`src/sv/aos_pkg.sv`:
```
// ----------------------------------------------------------------------------
// aos_pkg
// Shared types and constants for the ADC averaging, offset and scaling block.
// ----------------------------------------------------------------------------
package aos_pkg;

  // Configuration register indexes (byte address is four times the index).
  localparam int unsigned CFG_ADDR_W   = 5;
  localparam logic [2:0]  REG_VREF     = 3'd0;
  localparam logic [2:0]  REG_GAIN     = 3'd1;
  localparam logic [2:0]  REG_TRIM     = 3'd2;
  localparam logic [2:0]  REG_DIG_UV   = 3'd3;
  localparam logic [2:0]  REG_DIG_MV   = 3'd4;
  localparam logic [2:0]  REG_DIG_V    = 3'd5;

  localparam logic [22:0] VREF_RESET   = 23'd4096000;
  localparam logic [3:0]  GAIN_RESET   = 4'd10;
  localparam logic [20:0] TRIM_RESET   = 21'd0;
  localparam logic [2:0]  DIG_UV_RESET = 3'd0;
  localparam logic [2:0]  DIG_MV_RESET = 3'd2;
  localparam logic [2:0]  DIG_V_RESET  = 3'd6;

  // Datapath widths. The difference covers a 24-bit code, a 24-bit offset
  // and the 21-bit trim; the multiplier takes diff*gain and then that
  // product times the reference.
  localparam int unsigned DIFF_W  = 26;
  localparam int unsigned MUL_A_W = 32;
  localparam int unsigned MUL_B_W = 25;
  localparam int unsigned PROD_W  = MUL_A_W + MUL_B_W;
  localparam int unsigned UV_W    = 28;
  localparam int unsigned OFFS_W  = 24;

  localparam int MILLI_LIMIT = 1000;
  localparam int VOLT_LIMIT  = 1000000;

  localparam logic [1:0] UNIT_UV = 2'd0;
  localparam logic [1:0] UNIT_MV = 2'd1;
  localparam logic [1:0] UNIT_V  = 2'd2;

  localparam logic KIND_MEASURE = 1'b0;
  localparam logic KIND_CAL     = 1'b1;

  typedef struct packed {
    logic [22:0]        vref;
    logic [3:0]         gain;
    logic signed [20:0] trim;
    logic [2:0]         dig_uv;
    logic [2:0]         dig_mv;
    logic [2:0]         dig_v;
  } aos_cfg_t;

endpackage

```
`src/sv/aos_mul.sv`:
```
// ----------------------------------------------------------------------------
// aos_mul
// Shared signed multiplier with a registered product.
// ----------------------------------------------------------------------------
module aos_mul (
  input  logic                                clk,
  input  logic                                en,
  input  logic signed [aos_pkg::MUL_A_W-1:0]  op_a,
  input  logic signed [aos_pkg::MUL_B_W-1:0]  op_b,
  output logic signed [aos_pkg::PROD_W-1:0]   prod_r
);
  import aos_pkg::*;

  logic signed [PROD_W-1:0] prod_nxt;

  assign prod_nxt = PROD_W'(op_a) * PROD_W'(op_b);

  always_ff @(posedge clk) begin
    if (en) begin
      prod_r <= prod_nxt;
    end
  end

endmodule

```
`config.mk`:
```
export PLATFORM = sky130hd
export DESIGN_NAME = aos_mul
export DESIGN_NICKNAME = d
export VERILOG_FILES = /design/src/sv/aos_pkg.sv /design/src/sv/aos_mul.sv
export SDC_FILE = /design/constraint.sdc
export NUM_CORES = 2
export LEC_CHECK = 0
export ABC_AREA = 1
export BUFFER_PORTS_ARGS = -buffer_cell sky130_fd_sc_hd__buf_2
export CORE_ASPECT_RATIO = 1.1
export CORE_MARGIN = 3
export CORE_UTILIZATION = 45
export DETAILED_ROUTE_END_ITERATION = 10
export PLACE_DENSITY_LB_ADDON = 0.12
export SLEW_MARGIN = 40
export SYNTH_ARGS = -nofsm -noshare
export SYNTH_HDL_FRONTEND = slang
export SYNTH_SLANG_ARGS = --single-unit
```
`constraint.sdc`:
```
create_clock -name clk -period 9.5 [get_ports clk]
set_input_delay 2.375 -clock clk [delete_from_list [all_inputs] [get_ports clk]]
set_output_delay 2.375 -clock clk [all_outputs]
set_load 0.005 [all_outputs]
```
* Word-level counts from Yosys, hierarchy flattened
Cells that the tools add are included.
** Storage, ports and cells
- Bits in registers :: 57
- Output and inout port bits :: 57
** Operators by class
- Multiply operators :: 1
** Operator list (count)
- multiplier 32 x 25 -> 57 bit :: 1

* Longest topological paths before layout
- Depth in word-level cells :: 1
- Gate-level depth with buffers :: 30
- Depth with buffers taken out :: 28

* Worst setup path before layout
Ideal clock, no wire load.
- Path kind :: input-to-reg
- Start :: input port op_a[31] (netlist name)
- End :: register prod_r[52] (netlist name) (data pin)
- Path slack :: 769 ps
- Buffers on the path :: 2
- Required time :: 9247 ps
- Arrival :: 8479 ps
- Stages on the path :: 28
- Cells stage by stage :: clkbuf_1 > clkbuf_1 > nand2_1 > inv_1 > fa_1 > fa_1 > inv_1 > fa_1 > inv_1 > fa_1 > inv_1 > fa_1 > inv_1 > fa_1 > inv_1 > fa_1 > inv_1 > ha_1 > nand2_1 > inv_1 > nand2_1 > nor2_1 > and2_1 > and2_1 > nand2_1 > nand3_1 > nand2_1 > nand2_1
** Between the ends
- Word-level cells in the longest chain between the ends :: 1
** Ends and longest elaborated chain
- start: declaration :: line aos_mul.sv:8 : input logic signed [aos_pkg::MUL_A_W-1:0] op_a,
- multiplier 32 x 25 -> 57 bit :: line aos_mul.sv:16 : assign prod_nxt = PROD_W'(op_a) * PROD_W'(op_b);
- via prod_nxt[52] :: line aos_mul.sv:14 : logic signed [PROD_W-1:0] prod_nxt;
- end signal: assignment :: line aos_mul.sv:20 : prod_r <= prod_nxt;
- end: declaration :: line aos_mul.sv:10 : output logic signed [aos_pkg::PROD_W-1:0] prod_r
The timed path passes the listed nets, and every way through them passes these cells.
A chain may end at the register's enable or synchronous reset.

* Final worst setup path
- Start :: input port op_b[10] (netlist name)
- End :: register prod_r[25] (netlist name) (data pin)
** Between the ends
- Word-level cells in the longest chain between the ends :: 1
** Ends and longest elaborated chain
- start: declaration :: line aos_mul.sv:9 : input logic signed [aos_pkg::MUL_B_W-1:0] op_b,
- multiplier 32 x 25 -> 57 bit :: line aos_mul.sv:16
- via prod_nxt[25] :: line aos_mul.sv:14
The timed path passes the listed nets, and every way through them passes these cells.

==> results.py <==
metrics = {
    "clock_tree": {
        "htreeDepth": 3,
        "cts_buffer_depth": 2,
        "cts_buffers": 9,
        "ctsResizeCount": 0,
        "root_buffer": "clkbuf_16",
        "cts_tree": "done",
        "hold_buffers": 0,
        "cts_num_sinks": 57,
        "clkTransAtPathRegs_ns": 0.05,
        "cts_setup_buffers": 0,
    },
    "run": {
        "drv_cap": 0,
    },
    "timing": {
        "max_slew_margin_pct": 46.7,
        "slew_violations": 0,
        "period_share_pct": 93.2,
        "rsz0062_at_grt": "no",
        "setup_viol": 0,
        "hold_viol": 0,
        "fin_tns_setup_ns": 0,
        "fmax_mhz": 113,
        "worst_pin_slew_ns": 0.799,
        "fin_crit_ns": 8.85,
    },
    "synth": {
        "seq_area_frac_synth_pct": 5.19,
        "synth_most_common_cell": "inv_1",
        "synth_top_area_share_pct": 49.7,
        "ys_warn_count": 0,
        "synthArstFlopShare_pct": 0,
        "ys_types": 29,
        "synth_area_leaders": "fa_1 (50%), inv_1 (17%), nand2_1 (14%)",
        "ys_ff_latch": 57,
        "syn_area_um2": 33000,
        "synth.avg_cell_area_um2": 7.66,
        "yosysTopAreaCell": "fa_1",
        "synthTopCellsByCount": "inv_1 (1498), nand2_1 (1275), fa_1 (819)",
        "synth-edff-count": 57,
        "synthCells": 4312,
        "ys.flop_type": "edfxtp_1",
        "syn_nets": 5345,
    },
    "finish": {
        "drive_gt1_share_pct": 6.74,
        "largest_reg_flops": 57,
        "final_core_util_pct": 48.8,
        "final_nets": 5392,
        "area_delta_synth_final_pct": 6.61,
        "top_register": "prod_r",
        "reg_top3": "prod_r: 57 flops",
    },
    "route": {
        "post_drt_wl_per_cell_um": 18.1,
        "drc": 0,
        "routed_wl_mm": 96.4,
        "vias": 25200,
        "drt_first_pass_iters": 5,
        "routed_via_density": 4.75,
        "ant_nets": 0,
        "drtIter0Drc": 1430,
    },
    "die": {
        "rows": 103,
        "dieArea_um2": 76600,
        "dieWidth_um": 264,
        "die_h_um": 290,
        "pin_count": 116,
        "core_area_um2": 72200,
        "start_util_pct": 45.7,
    },
    "global_routing": {
        "antenna_found_initial": 4,
        "grt_max_degree": 58,
        "grt.total_usage_pct": 26.3,
        "overflow": 0,
        "grt_pass1_vias": 27600,
        "grt_pass1_wl_mm": 156,
    },
    "worst_setup_path": {
        "critical_path_buf_inv_count": 7,
        "startpoint": "op_b[10]",
        "crit_path_top_delay_cell": "fa_1",
        "cp-start-kind": "input pin",
        "max_stage_delay_ns": 0.55,
        "cpLargestDelayFamily": "adder cells",
        "worstPathRequired_ns": 9.55,
        "crit_fanout": 14,
        "crit_path_frequent_cell": "fa_1",
        "endpoint_kind": "flip-flop",
        "critical_path_class": "input pin to flip-flop",
        "worst_ep_arrival_time_ns": 8.90,
    },
    "min_path": {
        "min_path_type": "input pin to flip-flop",
        "worstHoldStart": "en",
    },
    "place": {
        "place_hpwl_mm": 82.4,
        "gp_congestion": 0.922,
        "port_buffers": 115,
    },
    "status": {
        "status": "finished clean",
    },
}
cell families after synthesis:
group           share of synthesized area (%)
fa+ha+maj                                55.5
simple gates                             18.6
buf+inv                                  19.1
flops                                    5.19
xor+xnor                                0.902
compound gates                          0.728
stage by stage:
step,worst slack (ns),instance area (µm²),hold WS [ns],std cells
2_1_floorplan,0.769,33000,2.49,4312
3_3_place_gp,0.402,34900,2.77,5292
3_5_place_dp,0.334,34900,2.77,5292
4_1_cts,0.677,35200,2.76,5308
5_1_grt,0.258,35200,2.79,5310
6_report,0.647,35200,2.73,5312
final timing paths:
kind / to / slack, ns / depth (start not counted)
worst max-delay path: prod_r[25] / 0.65 / 25
worst min-delay path: prod_r[5] / 2.73 / 2
cell usage in the layout, fill, tap and decap left out, types with 2 or more instances in the layout:
cell / synthesis / final
nor2_4: 7 / 7
buf_4: 0 / 85
nand3_2: 8 / 8
buf_2: 0 / 115
clkinv_4: 0 / 3
buf_12: 0 / 6
nor3_2: 5 / 5
o21ai_0: 4 / 4
and2_0: 2 / 2
ha_1: 155 / 155
and2_1: 5 / 5
nand2_1: 1275 / 1275
nor2_2: 18 / 18
diode_2: 0 / 3
nand3_1: 50 / 50
inv_1: 1498 / 1498
edfxtp_1: 57 / 57
clkbuf_16: 0 / 9
nand4_1: 21 / 21
xnor2_1: 5 / 5
fa_1: 819 / 819
nor2_1: 100 / 100
inv_2: 8 / 8
nand2_2: 18 / 18
a21oi_1: 32 / 32
xor2_1: 29 / 29
o21bai_1: 6 / 6
a21boi_0: 2 / 2
nor3_1: 7 / 7
or2_2: 7 / 7
clkinv_2: 0 / 2
metal layers:
metal / up-vias / track usage [%] / part of all wire [%]
li1: 11800 / - / -
met1: 12700 / 33.6 / 41
met2: 589 / 47.4 / 51
met3: 162 / 2.07 / 3.7
met4: 2 / 8.33 / 3.9
met5: - / 0 / 0.021
layout make-up:
class | count | area [µm²]
multi-input combinational | 2578 | 25000
timing repair buffer | 207 | 1360
clock inverter | 7 | 47.5
antenna | 3 | 7.51
sequential | 57 | 1710
clock buffer | 9 | 225
tap | 945 | 1180
fill | 7342 | 37000
inverter | 1506 | 5650
Power is left out: the tool's default activity adds up to more than one toggle a clock period on the data nets, which glitch-free logic cannot reach.
