File: src/sv/aos_pkg.sv
// ----------------------------------------------------------------------------
// aos_pkg
// Shared types and constants for the ADC averaging, offset and scaling block.
// ----------------------------------------------------------------------------
package aos_pkg;

  // Configuration register indexes (byte address is four times the index).
  localparam int unsigned CFG_ADDR_W   = 5;
  localparam logic [2:0]  REG_VREF     = 3'd0;
  localparam logic [2:0]  REG_GAIN     = 3'd1;
  localparam logic [2:0]  REG_TRIM     = 3'd2;
  localparam logic [2:0]  REG_DIG_UV   = 3'd3;
  localparam logic [2:0]  REG_DIG_MV   = 3'd4;
  localparam logic [2:0]  REG_DIG_V    = 3'd5;

  localparam logic [22:0] VREF_RESET   = 23'd4096000;
  localparam logic [3:0]  GAIN_RESET   = 4'd10;
  localparam logic [20:0] TRIM_RESET   = 21'd0;
  localparam logic [2:0]  DIG_UV_RESET = 3'd0;
  localparam logic [2:0]  DIG_MV_RESET = 3'd2;
  localparam logic [2:0]  DIG_V_RESET  = 3'd6;

  // Datapath widths. The difference covers a 24-bit code, a 24-bit offset
  // and the 21-bit trim; the multiplier takes diff*gain and then that
  // product times the reference.
  localparam int unsigned DIFF_W  = 26;
  localparam int unsigned MUL_A_W = 32;
  localparam int unsigned MUL_B_W = 25;
  localparam int unsigned PROD_W  = MUL_A_W + MUL_B_W;
  localparam int unsigned UV_W    = 28;
  localparam int unsigned OFFS_W  = 24;

  localparam int MILLI_LIMIT = 1000;
  localparam int VOLT_LIMIT  = 1000000;

  localparam logic [1:0] UNIT_UV = 2'd0;
  localparam logic [1:0] UNIT_MV = 2'd1;
  localparam logic [1:0] UNIT_V  = 2'd2;

  localparam logic KIND_MEASURE = 1'b0;
  localparam logic KIND_CAL     = 1'b1;

  typedef struct packed {
    logic [22:0]        vref;
    logic [3:0]         gain;
    logic signed [20:0] trim;
    logic [2:0]         dig_uv;
    logic [2:0]         dig_mv;
    logic [2:0]         dig_v;
  } aos_cfg_t;

endpackage

File: src/sv/aos_regs.sv
// ----------------------------------------------------------------------------
// aos_regs
// Configuration register file behind the APB-style port.
// ----------------------------------------------------------------------------
module aos_regs (
  input  logic                           clk,
  input  logic                           rst_n,
  input  logic                           psel,
  input  logic                           penable,
  input  logic                           pwrite,
  input  logic [aos_pkg::CFG_ADDR_W-1:0] paddr,
  input  logic [31:0]                    pwdata,
  output logic [31:0]                    prdata,
  output aos_pkg::aos_cfg_t              cfg
);
  import aos_pkg::*;

  logic [22:0] vref_r;
  logic [3:0]  gain_r;
  logic [20:0] trim_r;
  logic [2:0]  dig_uv_r;
  logic [2:0]  dig_mv_r;
  logic [2:0]  dig_v_r;
  logic [2:0]  index;
  logic        wr_en;

  assign index = paddr[CFG_ADDR_W-1:2];
  assign wr_en = psel & penable & pwrite;

  always_ff @(posedge clk) begin
    if (!rst_n) begin
      vref_r   <= VREF_RESET;
      gain_r   <= GAIN_RESET;
      trim_r   <= TRIM_RESET;
      dig_uv_r <= DIG_UV_RESET;
      dig_mv_r <= DIG_MV_RESET;
      dig_v_r  <= DIG_V_RESET;
    end else if (wr_en) begin
      case (index)
        REG_VREF:   vref_r   <= pwdata[22:0];
        REG_GAIN:   gain_r   <= pwdata[3:0];
        REG_TRIM:   trim_r   <= pwdata[20:0];
        REG_DIG_UV: dig_uv_r <= pwdata[2:0];
        REG_DIG_MV: dig_mv_r <= pwdata[2:0];
        REG_DIG_V:  dig_v_r  <= pwdata[2:0];
        default: ;
      endcase
    end
  end

  always_comb begin
    case (index)
      REG_VREF:   prdata = 32'(vref_r);
      REG_GAIN:   prdata = 32'(gain_r);
      REG_TRIM:   prdata = 32'(trim_r);
      REG_DIG_UV: prdata = 32'(dig_uv_r);
      REG_DIG_MV: prdata = 32'(dig_mv_r);
      REG_DIG_V:  prdata = 32'(dig_v_r);
      default:    prdata = 32'd0;
    endcase
  end

  assign cfg.vref   = vref_r;
  assign cfg.gain   = gain_r;
  assign cfg.trim   = trim_r;
  assign cfg.dig_uv = dig_uv_r;
  assign cfg.dig_mv = dig_mv_r;
  assign cfg.dig_v  = dig_v_r;

endmodule

File: config.mk
export PLATFORM = sky130hd
export DESIGN_NAME = aos_regs
export DESIGN_NICKNAME = d
export VERILOG_FILES = /design/src/sv/aos_pkg.sv /design/src/sv/aos_regs.sv
export SDC_FILE = /design/constraint.sdc
export NUM_CORES = 1
export LEC_CHECK = 0
export ABC_AREA = 1
export BUFFER_PORTS_ARGS = -buffer_cell sky130_fd_sc_hd__buf_2
export CAP_MARGIN = 10
export CORE_MARGIN = 5
export CORE_UTILIZATION = 50
export CTS_CLUSTER_SIZE = 24
export DETAILED_ROUTE_END_ITERATION = 10
export GPL_TIMING_DRIVEN = 0
export PLACE_DENSITY_LB_ADDON = 0.2
export SLEW_MARGIN = 20
export SYNTH_ARGS = -nofsm -noshare
export SYNTH_HDL_FRONTEND = slang
export SYNTH_SLANG_ARGS = --single-unit
File: constraint.sdc
create_clock -name clk -period 1.55 [get_ports clk]
set_clock_uncertainty 0.1 [all_clocks]
set_input_delay 0 -clock clk [delete_from_list [all_inputs] [get_ports clk]]
set_output_delay 0 -clock clk [all_outputs]
set_load 0.02 [all_outputs]
After elaboration in Yosys (flattened, before gate mapping):

Cells that the tools add are included.
W data, S select, Z words.

* word-level logic and storage cells: 21
* input bits: 42
* flip-flop bits (word level): 57

* bitwise logic cells: 2
* reduce and logical (&&, ||, !) cells: 7
* eq/ne operators: 5
* mux-type cells: 1

Operators with widths (number)
* $pmux W23 S6: 1
* $reduce_and A2 Y1: 6
* $eq A3 B2 Y1 const B: 2
* $eq A3 B3 Y1 const B: 2
* $eq A3 B1 Y1 const B: 1
* $logic_not A3 Y1: 1
* $and A1 B1 Y1: 2

Depth between registers and ports, before layout:

* depth after elaboration: 3
* mapped depth: 7

Least setup slack after synthesis:

OpenSTA, ideal clock, no wires.

* path type: input-to-reg
* start point: in pwrite
* end point: reg gain_r[1]
* data arrival time: 0.702 ns
* path buffers: 1
* setup time: 0.130 ns
* path slack: 0.618 ns
* stages on the path: 6
* data required time: 1.320 ns
* cell sequence: nand3_2 > clkinv_1 > buf_2 > nand2_1 > nand2_1 > nand3_1

* cells in the longest elaborated chain, start to end: 2

Ends and longest elaborated chain
* start: declaration: line aos_regs.sv:10 `input logic pwrite,`
* $and A1 B1 Y1: line aos_regs.sv:28 `assign wr_en = psel & penable & pwrite;`
* $reduce_and A2 Y1 (no line)
* end signal: assignment: line aos_regs.sv:41 `REG_GAIN: gain_r <= pwdata[3:0];`
* end: declaration: line aos_regs.sv:19 `logic [3:0] gain_r;`

No other way between the ends.
A chain may end at the register's enable or synchronous reset.

Final worst setup path:

* start point: in rst_n
* end point: reg dig_v_r[2]

RTL lines
* start: declaration: line aos_regs.sv:7 `input logic rst_n,`
* end signal: assignment: line aos_regs.sv:45 `REG_DIG_V: dig_v_r <= pwdata[2:0];`
* end: declaration: line aos_regs.sv:23 `logic [2:0] dig_v_r;`

No word-level cell between the ends.

==> metrics.md <==
| Metric | Value |
|---|---|
| Outcome | `complete, no violations` |
| Largest family of logic cells by synthesized area | `simple AND/OR/NAND/NOR gates` |
| Layout cells sized above 1 | `a little over a quarter` |
| Antenna Nets Post-Route | `0` |
| TritonCTS clock tree | `yes` |
| Clk network pwr share | `between 40 and 50%` |
| Startpoint class of the critical path | `input port` |
| DR WL/cell | `around 14 µm` |
| CTS Buffer Depth | `2` |
| Mux cell area share after synthesis | `0%` |
| Top delay family on crit path | `buffers and inverters` |
| Initial antenna violation count | `0` |
| Slew HR | `a little under two thirds` |
| Post-Synth Adder-Cell Area | `0%` |
| Die X | `between 80 and 90 µm` |
| Pleak | `between 2 and 2.5 nW` |
| Later-pin clock latency in the skew report | `between 0.3 and 0.4 ns` |
| Final Hold Fails | `0` |
| Hold Path Class | `in2reg` |
| Slew Limit Fails | `0` |
| Ant diodes | `0` |
| Worst Path Required | `~1.7 ns` |
| Post-CTS sizing | `0` |
| Crit Path Max Fanout | `10` |
| Period minus WS final | `1.42 ns` |
| RSZ-0062 raised after global routing | `false` |
| Worst Hold Slack | `about 0.019 ns` |
| Initial DRT Pass Iterations | `5` |
| Synthesis-stage register bit count | `57` |
| Grt ovf | `0` |
| TritonCTS buffer count | `9` |
| WP data arrival | `1.52 ns` |
| Pwr dens | `about 880 nW/µm²` |
| Crit-path most repeated cell | `clkbuf_1` |
| MaxCap Viol Count | `0` |
| Sequential fraction of the synthesis area | `40.2%` |
| Period utilisation layout | `91.7%` |
| Worst path bufs/invs | `3` |
| Synth Area in Compound Gates | `less than 1%` |
| CP peak stage delay | `0.54 ns` |
| Maximum VDD drop | `about 0.00051 V` |
| Final Instance Area | `between 3000 and 4000 µm²` |
| Clk sinks | `57` |
| Yosys top cell area share | `~40%` |
| Vias per cell | `~4.9` |
| Post CTS Setup Buffer Count | `0` |
| Dpl ws | `slightly above 0.2 ns` |
| Logic pwr share | `about an eighth` |
| Critical Path End Type | `register` |
| Distinct cell type count after synthesis | `19` |
| Placed instance area | `~3500 µm²` |
| Avg Inst Size Synth | `about 6.3 µm²` |
| Yosys top cell by area | `dfxtp_1` |
| Int Pwr | `about 2.6 mW` |
| Sw Share | `between 20% and 30%` |
| Port bufs | `between 100 and 150` |
| Mapped Area | `2840 µm²` |
| Setup TNS | `0 ns` |
| GPL Wtd Cong | `0.883` |
| Post-Synth XOR/XNOR Area | `0%` |
| Number of fill cells | `approximately 490` |
| Die ar. | `around 7300 µm²` |
| HPWL after detailed placement | `between 6 and 7 mm` |
| Nets@finish | `644` |
| Slowest CP cell | `dlygate4sd3_1` |
| Synth Warn # | `0` |
| Core Util, Final | `between 70% and 80%` |
| First-pass GRT wire length | `between 15 and 20 mm` |
| Top cells by area, synth | `dfxtp_1 40%, nand2_1 19%, nor2_1 14%` |
| 1st-iter DRT viols | `197` |
| Root Driver | `clkbuf_8` |
| Post-CTS Hold Buffers | `24` |
| Rows | `27` |
| Gr usage total | `25.9%` |
| Largest net degree at the start of global routing | `11` |
| Fmax | `between 0.7 and 0.8 GHz` |
| Number of global-route vias before repair | `between 3000 and 4000` |
| Critical path cell sequence | `dlygate4sd3_1 > clkbuf_1 > clkbuf_1 > nand3_1` |
| Sequential Power Share | `between 40% and 50%` |
| Starting Density | `approximately half` |
| Io pins | `approximately 130` |
| Endpoints failing setup | `0` |
| Cells after Synth | `between 400 and 500` |
| Setup WS post-layout | `0.129 ns` |
| Vias | `3346` |
| Slew of the pin with the lowest slew margin | `approximately 0.54 ns` |
| Die Y | `roughly 85 µm` |
| Switching power | `~900 µW` |
| DRC errors left | `0` |
| Max H-tree Level | `3` |
| Core box area | `about 5500 µm²` |
| Clock transition at path regs | `approximately 0.070 ns` |
| Synthesis-to-finish area growth | `39.7%` |
| CP Class | `in2reg` |
| Post-Synth Simple-Gate Area | `between 40% and 50%` |
| Final wirelength | `about 9.3 mm` |
[area by class of cell]
| class | instances | area [µm²] | share of cell area, % |
|---|---|---|---|
| repair buffers | 133 | 786 | 19.8 |
| well taps | 72 | 90.1 | 2.27 |
| multi-input cells | 337 | 1410 | 35.6 |
| inverters | 31 | 116 | 2.93 |
| flip-flops and latches | 57 | 1140 | 28.8 |
| plain buffers | 33 | 200 | 5.05 |
| clock inverters | 5 | 78.8 | 1.99 |
| clock buffers | 11 | 141 | 3.57 |
[cells in the final DEF, fill, tap and decap left out]
| cell | count |
|---|---|
| nand2_1 | 142 |
| buf_2 | 122 |
| nor2_1 | 105 |
| nand3_1 | 61 |
| dfxtp_1 | 57 |
| inv_1 | 29 |
| dlygate4sd3_1 | 24 |
| buf_4 | 14 |
| clkbuf_8 | 10 |
| conb_1 | 9 |
| nand4_1 | 7 |
| clkbuf_1 | 4 |
| nor2_4 | 3 |
| nand3_2 | 3 |
| o21ai_0 | 3 |
| nor2_2 | 2 |
| a21oi_1 | 2 |
| buf_1 | 2 |
| bufinv_16 | 2 |
| clkinv_2 | 2 |
| inv_2 | 1 |
| clkinv_1 | 1 |
| buf_6 | 1 |
| clkinv_4 | 1 |
[state kept, by name, summed over array words and instances, names as in the netlist]
signal    count
dig_mv_r      3
dig_uv_r      3
dig_v_r       3
gain_r        4
trim_r       21
vref_r       23
[Yosys cell counts, drive strengths merged]
cell / n
inv: 30
conb: 1
dfxtp: 57
clkbuf: 3
o21ai: 3
clkinv: 1
nand4: 7
a21oi: 2
nand2: 142
buf: 30
nand3: 64
nor2: 110
[kinds of logic (layout without fill, tap and decap cells)]
logic type	Yosys count	count (layout)
AOI/OAI and AO/OA	5	5
other	1	9
DFF	57	57
buffers and inverters	64	213
and+or+nand+nor	323	323
[power groups by stage]
stage / Combinational, mW / Sequential [mW] / Clock, mW
2_1_floorplan: 0.230 / 1.55 / 0
3_3_place_gp: 0.384 / 1.53 / 0
3_5_place_dp: 0.390 / 1.53 / 0
4_1_cts: 0.437 / 1.50 / 1.55
5_1_grt: 0.486 / 1.50 / 1.63
6_report: 0.443 / 1.50 / 1.53
[worst register-to-register path: stages (launching register included)]
cell     delay (ns)
dfxtp_1        0.37
nor2_1         0.07
nor2_1         0.13
[path summary, 6_finish.rpt]
path | start | cells after the start | slack [ns] | endpoint
worst min register to register | vref_r[19] | 2 | 0.38 | vref_r[19]
worst max-delay path | rst_n | 4 | 0.13 | dig_v_r[2]
worst max register to register | trim_r[12] | 2 | 0.80 | trim_r[12]
worst min-delay path | paddr[2] | 5 | 0.02 | dig_mv_r[1]
[stage by stage]
stage	std cells	total power, mW
finish	679	3.48
global route	679	3.61
CTS	679	3.48
detailed placement	639	1.92
global placement	639	1.91
floorplan	458	1.78
[metal layers]
metal,wire length (µm),up-vias,global-route usage (%)
met2,4480,152,44.4
met3,828,18,6.02
li1,-,1673,-
met4,159,0,9.21
met5,0,-,0
met1,3850,1503,31.5
Power figures use the tool's default switching activity.
